<file path="src/sv/ssbi_pkg.sv">
// Package for the sorted/bottom-insert stack: word types, operation and
// status codes, and the control structs shared by the cell row and top level.
// No dependencies.
package ssbi_pkg;

  localparam int unsigned DATA_W  = 32;
  localparam int unsigned OP_W    = 3;
  localparam int unsigned COUNT_W = 5;   // width of the reported entry count

  typedef enum logic [OP_W-1:0] {
    OP_PUSH_TOP    = 3'd0,
    OP_INSERT      = 3'd1,
    OP_PUSH_BOTTOM = 3'd2,
    OP_POP         = 3'd3,
    OP_PEEK        = 3'd4,
    OP_FIND        = 3'd5
  } op_t;

  typedef enum logic [1:0] {
    ST_DONE    = 2'd0,
    ST_FULL    = 2'd1,
    ST_DUP     = 2'd2,
    ST_EMPTY   = 2'd3
  } status_t;

  typedef enum logic [1:0] {
    MODE_HOLD,
    MODE_PUSH_TOP,
    MODE_SHIFT_BOTTOM,
    MODE_INSERT
  } cell_mode_t;

  typedef enum logic {
    FSM_ACCEPT,
    FSM_REPORT
  } fsm_t;

  typedef struct packed {
    logic [OP_W-1:0]          operation;
    logic signed [DATA_W-1:0] value;
  } req_word_t;

  typedef struct packed {
    logic signed [DATA_W-1:0] top_value;
    logic                     found;
    logic [COUNT_W-1:0]       entry_count;
    logic [1:0]               status;
  } rsp_word_t;

  // Broadcast to every cell.
  typedef struct packed {
    cell_mode_t               mode;
    logic signed [DATA_W-1:0] value;
  } cell_ctl_t;

  // Where a cell sits relative to the current fill level.
  typedef struct packed {
    logic occupied;   // index below the count
    logic at_count;   // index equals the count (first free slot)
    logic is_top;     // index equals count - 1
  } cell_pos_t;

  // Accumulated bottom to top through the row.
  typedef struct packed {
    logic                     found;
    logic                     dup;
    logic signed [DATA_W-1:0] top_value;
  } chain_t;

endpackage

</file>
<file path="src/sv/ssbi_cell.sv">
// One stack entry with its comparators and neighbor links.
// Depends on ssbi_pkg.
module ssbi_cell (
  input  logic                             clk,
  input  ssbi_pkg::cell_ctl_t              ctl,
  input  ssbi_pkg::cell_pos_t              pos,
  input  logic signed [ssbi_pkg::DATA_W-1:0] below_data,
  input  logic                             below_le,
  input  logic                             above_le_any,
  output logic signed [ssbi_pkg::DATA_W-1:0] data,
  output logic                             le,
  output logic                             le_any,
  input  ssbi_pkg::chain_t                 chain_in,
  output ssbi_pkg::chain_t                 chain_out
);
  import ssbi_pkg::*;

  logic signed [DATA_W-1:0] data_next;
  logic                     eq;
  logic                     in_range;

  assign eq       = (data == ctl.value);
  assign le       = pos.occupied && (data <= ctl.value);
  assign le_any   = le | above_le_any;
  assign in_range = pos.occupied | pos.at_count;

  assign chain_out.found     = chain_in.found | (pos.occupied & eq);
  // the insertion point sits just above the highest entry not greater than the value
  assign chain_out.dup       = chain_in.dup | (le & ~above_le_any & eq);
  assign chain_out.top_value = chain_in.top_value | (pos.is_top ? data : '0);

  always_comb begin
    data_next = data;
    case (ctl.mode)
      MODE_PUSH_TOP: begin
        if (pos.at_count) data_next = ctl.value;
      end
      MODE_SHIFT_BOTTOM: begin
        if (in_range) data_next = below_data;
      end
      MODE_INSERT: begin
        // shift up everything above the insertion point; the slot itself takes the value
        if (in_range && !le_any) data_next = below_le ? ctl.value : below_data;
      end
      default: begin
        data_next = data;
      end
    endcase
  end

  always_ff @(posedge clk) begin
    data <= data_next;
  end

endmodule

</file>
<file path="src/sv/stack_with_sorted_and_bottom_insert_top.sv">
// Bounded stack of signed 32-bit words with push top, push bottom, sorted insert,
// pop, peek and find. A request word is not accepted until the previous response
// word has been loaded. The entry row is written at the end of the accept cycle and
// the top entry is read out in the report state, which waits while rsp is stalled.
// Reset (rst, synchronous, active high) empties the stack and clears the
// handshake; entry contents are left as they are.
module stack_with_sorted_and_bottom_insert_top #(
  parameter int unsigned DEPTH = 16
) (
  input  logic                clk,
  input  logic                rst,
  input  logic                req_valid,
  output logic                req_stall,
  input  ssbi_pkg::req_word_t req,
  output logic                rsp_valid,
  input  logic                rsp_stall,
  output ssbi_pkg::rsp_word_t rsp
);
  import ssbi_pkg::*;

  // count must reach DEPTH itself
  localparam int unsigned CNT_W = $clog2(DEPTH + 1);
  localparam logic [CNT_W-1:0] DEPTH_C = CNT_W'(DEPTH);

  // Control and fill level
  fsm_t             state, state_next;
  logic [CNT_W-1:0] count, count_next;
  logic             accept;
  logic             full;
  logic             empty;

  // Results held between the update and the report
  logic    found_hold, found_hold_next;
  status_t status_hold, status_hold_next;

  // Output register
  logic      rsp_valid_next;
  rsp_word_t rsp_next;
  logic      rsp_load;

  cell_ctl_t ctl;

  // Cell row links
  logic signed [DATA_W-1:0] data_w   [DEPTH];
  logic                     le_w     [DEPTH];
  logic                     le_any_w [DEPTH+1];
  chain_t                   chain_w  [DEPTH+1];

  logic dup;
  logic found;

  assign full  = (count == DEPTH_C);
  assign empty = (count == '0);

  assign le_any_w[DEPTH] = 1'b0;
  assign chain_w[0]      = '0;
  assign dup             = chain_w[DEPTH].dup;
  assign found           = chain_w[DEPTH].found;

  // Cell 0 sees the incoming value as its lower neighbor, so a bottom push
  // and an insert at the bottom both drop the value into it.
  for (genvar i = 0; i < DEPTH; i++) begin : g_cell
    cell_pos_t                pos;
    logic signed [DATA_W-1:0] below_data;
    logic                     below_le;

    assign pos.occupied = (CNT_W'(i) < count);
    assign pos.at_count = (count == CNT_W'(i));
    assign pos.is_top   = (count == CNT_W'(i + 1));

    if (i == 0) begin : g_bottom
      assign below_data = req.value;
      assign below_le   = 1'b1;
    end else begin : g_upper
      assign below_data = data_w[i-1];
      assign below_le   = le_w[i-1];
    end

    ssbi_cell u_cell (
      .clk          (clk),
      .ctl          (ctl),
      .pos          (pos),
      .below_data   (below_data),
      .below_le     (below_le),
      .above_le_any (le_any_w[i+1]),
      .data         (data_w[i]),
      .le           (le_w[i]),
      .le_any       (le_any_w[i]),
      .chain_in     (chain_w[i]),
      .chain_out    (chain_w[i+1])
    );
  end

  // Hold off new requests while the previous result is being reported.
  assign req_stall = (state == FSM_REPORT);
  assign accept    = req_valid && (state == FSM_ACCEPT);
  assign rsp_load  = (state == FSM_REPORT) && (!rsp_valid || !rsp_stall);

  always_comb begin
    state_next       = state;
    count_next       = count;
    found_hold_next  = found_hold;
    status_hold_next = status_hold;
    ctl.mode         = MODE_HOLD;
    ctl.value        = req.value;
    rsp_valid_next   = rsp_valid;
    rsp_next         = rsp;

    if (rsp_valid && !rsp_stall) rsp_valid_next = 1'b0;

    case (state)
      FSM_ACCEPT: begin
        if (accept) begin
          found_hold_next  = 1'b0;
          status_hold_next = ST_DONE;
          case (req.operation)
            OP_PUSH_TOP: begin
              if (full) begin
                status_hold_next = ST_FULL;
              end else begin
                ctl.mode   = MODE_PUSH_TOP;
                count_next = count + 1'b1;
              end
            end
            OP_INSERT: begin
              // a duplicate wins over a full stack
              if (dup) begin
                status_hold_next = ST_DUP;
              end else if (full) begin
                status_hold_next = ST_FULL;
              end else begin
                ctl.mode   = MODE_INSERT;
                count_next = count + 1'b1;
              end
            end
            OP_PUSH_BOTTOM: begin
              if (full) begin
                status_hold_next = ST_FULL;
              end else begin
                ctl.mode   = MODE_SHIFT_BOTTOM;
                count_next = count + 1'b1;
              end
            end
            OP_POP: begin
              if (empty) status_hold_next = ST_EMPTY;
              else       count_next       = count - 1'b1;
            end
            OP_FIND: begin
              found_hold_next = found;
            end
            default: begin
              // peek and unused codes leave the stack alone
            end
          endcase
          state_next = FSM_REPORT;
        end
      end
      FSM_REPORT: begin
        // the row now holds the updated entries; read the top and report
        if (rsp_load) begin
          rsp_valid_next       = 1'b1;
          rsp_next.top_value   = empty ? -32'sd1 : chain_w[DEPTH].top_value;
          rsp_next.found       = found_hold;
          rsp_next.entry_count = COUNT_W'(count);
          rsp_next.status      = status_hold;
          state_next           = FSM_ACCEPT;
        end
      end
      default: begin
        state_next = FSM_ACCEPT;
      end
    endcase
  end

  always_ff @(posedge clk) begin
    if (rst) begin
      state     <= FSM_ACCEPT;
      count     <= '0;
      rsp_valid <= 1'b0;
    end else begin
      state     <= state_next;
      count     <= count_next;
      rsp_valid <= rsp_valid_next;
    end
  end

  always_ff @(posedge clk) begin
    found_hold  <= found_hold_next;
    status_hold <= status_hold_next;
    rsp         <= rsp_next;
  end

endmodule

</file>
<file path="config.mk">
export PLATFORM = sky130hd
export DESIGN_NAME = stack_with_sorted_and_bottom_insert_top
export DESIGN_NICKNAME = d
export VERILOG_FILES = /design/src/sv/ssbi_pkg.sv /design/src/sv/ssbi_cell.sv /design/src/sv/stack_with_sorted_and_bottom_insert_top.sv
export SDC_FILE = /design/constraint.sdc
export NUM_CORES = 2
export LEC_CHECK = 0
export BUFFER_PORTS_ARGS = -buffer_cell sky130_fd_sc_hd__buf_2
export CORE_AREA = 2 2 249 251
export DETAILED_ROUTE_END_ITERATION = 7
export DIE_AREA = 0 0 251 253
export PLACE_DENSITY_LB_ADDON = 0.08
export RECOVER_POWER = 100
export REMOVE_ABC_BUFFERS = 1
export SYNTH_ARGS = -nofsm -noshare
export SYNTH_HDL_FRONTEND = slang
export SYNTH_SLANG_ARGS = --single-unit
</file>
<file path="constraint.sdc">
create_clock -name clk -period 8.9 [get_ports clk]
set_input_delay 1.335 -clock clk [delete_from_list [all_inputs] [get_ports clk]]
set_output_delay 1.335 -clock clk [all_outputs]
set_load 0.005 [all_outputs]
</file>
=== After elaboration in Yosys (flattened, before gate mapping) ===
Cells that the tools add are included.

* $lt $le $gt $ge: 32
* Bitwise logic cells: 139
* Muxes and demuxes: 116
* Equal/unequal tests: 89
* Reductions and logical operators: 78
* Add/sub/neg operators: 2

{| class="wikitable"
|+ Operator list
! cell !! count
|-
| $mux W32 || 79
|-
| $pmux W32 S3 || 16
|-
| $eq A32 B32 Y1 || 16
|-
| $le A32 B32 Y1 || 16
|-
| $or A32 B32 Y32 || 15
|-
| $ne A2 B1 Y1 const B || 47
|-
| $reduce_and A4 Y1 || 16
|-
| $or A1 B1 Y1 || 61
|-
| $and A1 B1 Y1 || 47
|-
| $eq A5 B4 Y1 const B || 8
|-
| $lt A4 B5 Y1 const A || 8
|-
| $logic_and A1 B1 Y1 || 35
|-
| $eq A5 B3 Y1 const B || 4
|-
| $lt A3 B5 Y1 const A || 4
|-
| $logic_not A1 Y1 || 18
|-
| $not A1 Y1 || 16
|-
| $mux W5 || 3
|-
| $pmux W5 S3 || 1
|-
| $mux W2 || 7
|-
| $pmux W2 S3 || 2
|-
| $eq A5 B2 Y1 const B || 2
|-
| $lt A1 B5 Y1 const A || 2
|-
| $lt A2 B5 Y1 const A || 2
|-
| $mux W1 || 7
|-
| 18 further kinds || 24
|}

* Register bits: 562
* Word-level logic and storage cells: 481
* Bits of input ports: 39

=== Depth between registers and ports, before layout ===
* Depth in word-level cells: 41
* Gate-level depth with buffers: 19
* Gate-level depth less buffers: 14

=== Cells and area by module ===
Synthesis repeated with hierarchy kept, for this count alone.

* Cells, all modules: 4571
* Area, all modules: 42200.5 µm²

{| class="wikitable"
|+ Modules (own cells, without submodules)
! module !! instances !! seq. area each (µm²) !! cells an instance !! area each (µm²)
|-
| ssbi_cell (g_cell[0].u_cell ...) || 14 || 960.9 || 274 || 2494.9
|-
| ssbi_cell (g_cell[8].u_cell ...) || 2 || 960.9 || 269 || 2461.1
|-
| stack_with_sorted_and_bottom_insert_top || 1 || 1431.4 || 197 || 2349.8
|}

=== Worst setup path before layout ===
No wires, ideal clock.

* Path type: input -> register
* Start: input req[23] (netlist bit)
* End: register g_cell[7].u_cell.data[0] (netlist bit), enable pin
* Path slack: 1.182 ns
* Data required time: 8.430 ns
* Arrival time: 7.249 ns
* Stages on the path: 18
* Path through: clkbuf_1 -> inv_1 -> ha_1 -> a21oi_1 -> o21ai_0 -> a221o_1 -> a211o_1 -> a2111oi_1 -> nor3b_2 -> and4b_1 -> and3_1 -> buf_2 -> a211oi_2 -> and2_1 -> buf_6 -> buf_8 -> nor2_1 -> o31ai_1

* Cells in the longest elaborated chain, start to end: 41

{| class="wikitable"
|+ Ends and longest elaborated chain
! element !! line !! text
|-
| start, declared || stack_with_sorted_and_bottom_insert_top.sv:14 || <nowiki>input ssbi_pkg::req_word_t req,</nowiki>
|-
| $le A32 B32 Y1 || ssbi_cell.sv:23 || <nowiki>assign le = pos.occupied && (data <= ctl.value);</nowiki>
|-
| $logic_and A1 B1 Y1 || ssbi_cell.sv:23 ||
|-
| $or A1 B1 Y1 (14 in a row) || ssbi_cell.sv:24 || <nowiki>assign le_any = le | above_le_any;</nowiki>
|-
| $not A1 Y1 || ssbi_cell.sv:29 || <nowiki>assign chain_out.dup = chain_in.dup | (le & ~above_le_any & eq);</nowiki>
|-
| $and A1 B1 Y1 (2 in a row) || ssbi_cell.sv:29 ||
|-
| $or A1 B1 Y1 (15 in a row) || ssbi_cell.sv:29 ||
|-
| $mux W2 || stack_with_sorted_and_bottom_insert_top.sv:127 || <nowiki>if (dup) begin</nowiki>
|-
| $pmux W2 S3 || stack_with_sorted_and_bottom_insert_top.sv:116 || <nowiki>case (req.operation)</nowiki>
|-
| $mux W2 || stack_with_sorted_and_bottom_insert_top.sv:113 || <nowiki>if (accept) begin</nowiki>
|-
| $mux W2 || stack_with_sorted_and_bottom_insert_top.sv:111 || <nowiki>case (state)</nowiki>
|-
| $eq A2 B2 Y1 or $eq A2 B1 Y1 (tied branches) || ssbi_cell.sv:34 || <nowiki>case (ctl.mode)</nowiki>
|-
| $ne A2 B1 Y1 (no line) or $reduce_bool A3 Y1 (tied branches) || -- ||
|-
| $reduce_and A4 Y1 (no line) * || -- ||
|-
| end signal, assigned || ssbi_cell.sv:52 || <nowiki>data <= data_next;</nowiki>
|-
| end, declared || ssbi_cell.sv:10 || <nowiki>output logic signed [ssbi_pkg::DATA_W-1:0] data,</nowiki>
|}

Every way passes the cells marked *; elsewhere a longest branch is shown, timed or not.
A chain may end at the register's enable or synchronous reset.

=== Final worst setup path ===
* Start: input req[31] (netlist bit)
* End: register g_cell[9].u_cell.data[20] (netlist bit), enable pin

* Cells in the longest elaborated chain, start to end: 41

{| class="wikitable"
|+ Ends and longest elaborated chain
! element !! line
|-
| $le A32 B32 Y1 || ssbi_cell.sv:23
|-
| $logic_and A1 B1 Y1 || ssbi_cell.sv:23
|-
| $or A1 B1 Y1 (14 in a row) || ssbi_cell.sv:24
|-
| $not A1 Y1 || ssbi_cell.sv:29
|-
| $and A1 B1 Y1 (2 in a row) || ssbi_cell.sv:29
|-
| $or A1 B1 Y1 (15 in a row) || ssbi_cell.sv:29
|-
| $mux W2 || stack_with_sorted_and_bottom_insert_top.sv:127
|-
| $pmux W2 S3 || stack_with_sorted_and_bottom_insert_top.sv:116
|-
| $mux W2 || stack_with_sorted_and_bottom_insert_top.sv:113
|-
| $mux W2 || stack_with_sorted_and_bottom_insert_top.sv:111
|-
| $eq A2 B2 Y1 or $eq A2 B1 Y1 (tied branches) || ssbi_cell.sv:34
|-
| $ne A2 B1 Y1 (no line) or $reduce_bool A3 Y1 (tied branches) || --
|-
| $reduce_and A4 Y1 (no line) * || --
|-
| end signal, assigned || ssbi_cell.sv:52
|-
| end, declared || ssbi_cell.sv:10
|}

Marked as above.

==> flow_summary.ini <==
[power]
combPwrFrac_pct = 13.9
p_seq_share_pct = 43.8
p_sw_mw = 1.80
p_per_area_mw_per_mm2 = 162
power_report.internal_total_mw = 5.05
clockPowerShare_pct = 42.3
power.total_mw = 6.85
power_leakage_nw = 15.8
irDropWorstVdd_uv = 175
swShare_pct = 26.2

[clock_tree]
clk_pin_slew_ps = 60
ctsHtreeMaxLevel = 3
postCtsResizedCells = 0
cts_buffer_depth = 3
hold_buffers = 0
postCtsSetupBuffers = 0
cts_num_sinks = 562
cts_root_buffer = clkbuf_16
clock_latency_ps = 650
cts_buffers = 66
cts_tree = done

[sta]
hold_ws_ps = 434
setup_viol = 0
rsz0062_at_grt = false
worst_pin_slew_ps = 3510
hold_viol = 0
fmax_ghz = 0.117
drv_slew = 124
finalCritPeriodShare_pct = 95.7
tns_ps = 0
period_needed_ps = 8520
skew_ps = 42.3
setup_slack_ps = 380
slew_headroom_pct = -134

[layout]
nNetsFinal = 3813
fin_cells = 4099
syn_to_final_growth_pct = 9.93
fin_area_sq_mm = 0.0423
utilization_pct = 69.3
drive_above_1_share_pct = 18.9

[detailed_routing]
vias = 32600
drt_iter0_drc = 4939
dr.pass1.iters = 7
drc = 0
routed_via_density = 7.96
postRouteAntennaNets = 0
routed_wl_um = 162000
avgRoutedWirePerCell_um = 39.5

[synth]
netlist_instances = 3160
async_flop_share_pct = 0
synth-seq-cells = 562
yosysWarnings = 0
syn_area_per_cell_sq_um = 12.2
synthesis.area_sq_mm = 0.0385
ys_types = 92
synth_enable_flop_cells = 555
ys_seq_area_share_pct = 43.7
synth-main-ff-cell = edfxtp_1

[placed_design]
preCtsSetupSlack_ps = 687
dp_cells = 3979
io_buffers = 80
placed_cell_area_sq_mm = 0.0404
hpwl_um = 117000
gp_congestion = 1.13

[worst_setup_path]
endpoint_kind = flip-flop
r2r_slack_ps = 1960
worstPathMaxFanout = 19
rr_startpoint = g_cell[4].u_cell.data[30]
r2r_end = g_cell[9].u_cell.data[20]
critPathRequiredTime_ps = 9140
start_kind = input port
worstPathArrival_ps = 8760
r2r_cells = 16
path_class = input port to flip-flop

[floorplan]
num_rows = 91
start_util_pct = 63.0
core_sq_mm = 0.0610
design.die.area_sq_mm = 0.0635
io_pins = 81
fp.dieH_um = 253
die_w_um = 251

[grt]
antenna_found_initial = 3
grt_max_degree = 42
grt_pass1_vias = 32400
grt_pass1_wl_um = 228000
overflow = 0
track_usage_pct = 50.5

[flow_run]
maxCapViolations = 5

[worst_hold_path]
holdPathStages = 0
hold_end = rsp[0]
hp-class = flip-flop to flip-flop
hp-start = status_hold[0]

[status]
status = finished, violations left
violations = capacitance limit, slew limit
synthesized netlist by cell type (42+ instances only):
| cell type | number | area, sq um |
|---|---|---|
| a21o_1 | 53 | 398 |
| nand2_1 | 112 | 420 |
| nor2_1 | 85 | 319 |
| clkbuf_1 | 95 | 357 |
| ha_1 | 517 | 6470 |
| mux2_1 | 97 | 1090 |
| inv_1 | 79 | 297 |
| edfxtp_1 | 555 | 16700 |
| a22o_1 | 61 | 534 |
| o21ai_0 | 77 | 385 |
| mux2_2 | 362 | 4080 |
| nand4_1 | 106 | 663 |
| nand3_1 | 120 | 601 |
| buf_2 | 42 | 210 |
| a221oi_1 | 106 | 928 |
| a21oi_1 | 213 | 1070 |
registers in the layout (all words and copies together), names as in the netlist:
register	cells
count	5
found_hold	1
g_cell.u_cell.data	512
req_stall	1
rsp	40
rsp_valid	1
status_hold	2
routing by layer:
layer  global-route usage, %  wire, um
met5                       0        14
met4                    46.0     19000
met3                    15.2     22000
met2                    75.4     67900
met1                    58.8     53200
power groups by stage:
stage	registers [mW]	logic (mW)	clock network, mW
6_report	3.00	0.953	2.90
5_1_grt	3.00	0.995	2.98
4_1_cts	2.99	0.927	2.89
3_5_place_dp	3.05	0.918	0
3_3_place_gp	3.05	0.884	0
2_1_floorplan	3.04	0.556	0
placed cells by master, fill, tap and decap left out, drive strengths merged, types with 15 or more instances in the layout:
cell type,count
a211oi,26
a21boi,15
a21o,53
a21oi,224
a221oi,106
a222oi,33
a22o,61
a22oi,38
and4,18
buf,96
clkbuf,165
clkinv,19
edfxtp,555
ha,517
inv,82
mux2,481
nand2,112
nand3,121
nand4,107
nor2,85
nor2b,22
nor3,41
nor4,23
o211ai,24
o21a,17
o21ai,80
cells by family after synthesis:
family          share of synthesized area, %
flops                                   43.7
buf+inv                                 2.57
xor+xnor                              0.0911
compound gates                          14.3
mux                                     14.5
fa+ha+maj                               16.8
simple gates                            8.05
layout make-up:
cell class | count | area (sq um)
multi-input cells | 2369 | 20800
fillers | 4395 | 18700
flip-flops and latches | 562 | 16800
clock buffers | 83 | 1790
repair buffers | 178 | 1090
well taps | 790 | 988
clock inverters | 35 | 474
inverters | 80 | 300
diodes | 2 | 5.00
worst max-delay path, cell delays in order:
cell and delay [ps]:
clkbuf_1 620, inv_1 560, ha_1 590, nand4_1 360, nor3_2 1090, o221ai_1 470
o211ai_1 420, nor3_1 170, xor2_1 180, or3b_2 460, a41o_1 320, a211oi_2 320
and2_0 180, buf_4 330, nor2_1 190, buf_4 220, o31ai_4 230, clkbuf_1 680
how the worst max path moves through the flow:
stage                       start                        end  depth (start not counted)
after detailed placement  req[31]  g_cell[7].u_cell.data[10]                         18
final                     req[31]  g_cell[9].u_cell.data[20]                         18
after global placement    req[31]  g_cell[7].u_cell.data[10]                         18
after floorplan           req[18]  g_cell[13].u_cell.data[0]                         14
after global routing      req[19]  g_cell[4].u_cell.data[27]                         16
after CTS                 req[31]  g_cell[7].u_cell.data[29]                         18
(Power assumes the default switching activity.)
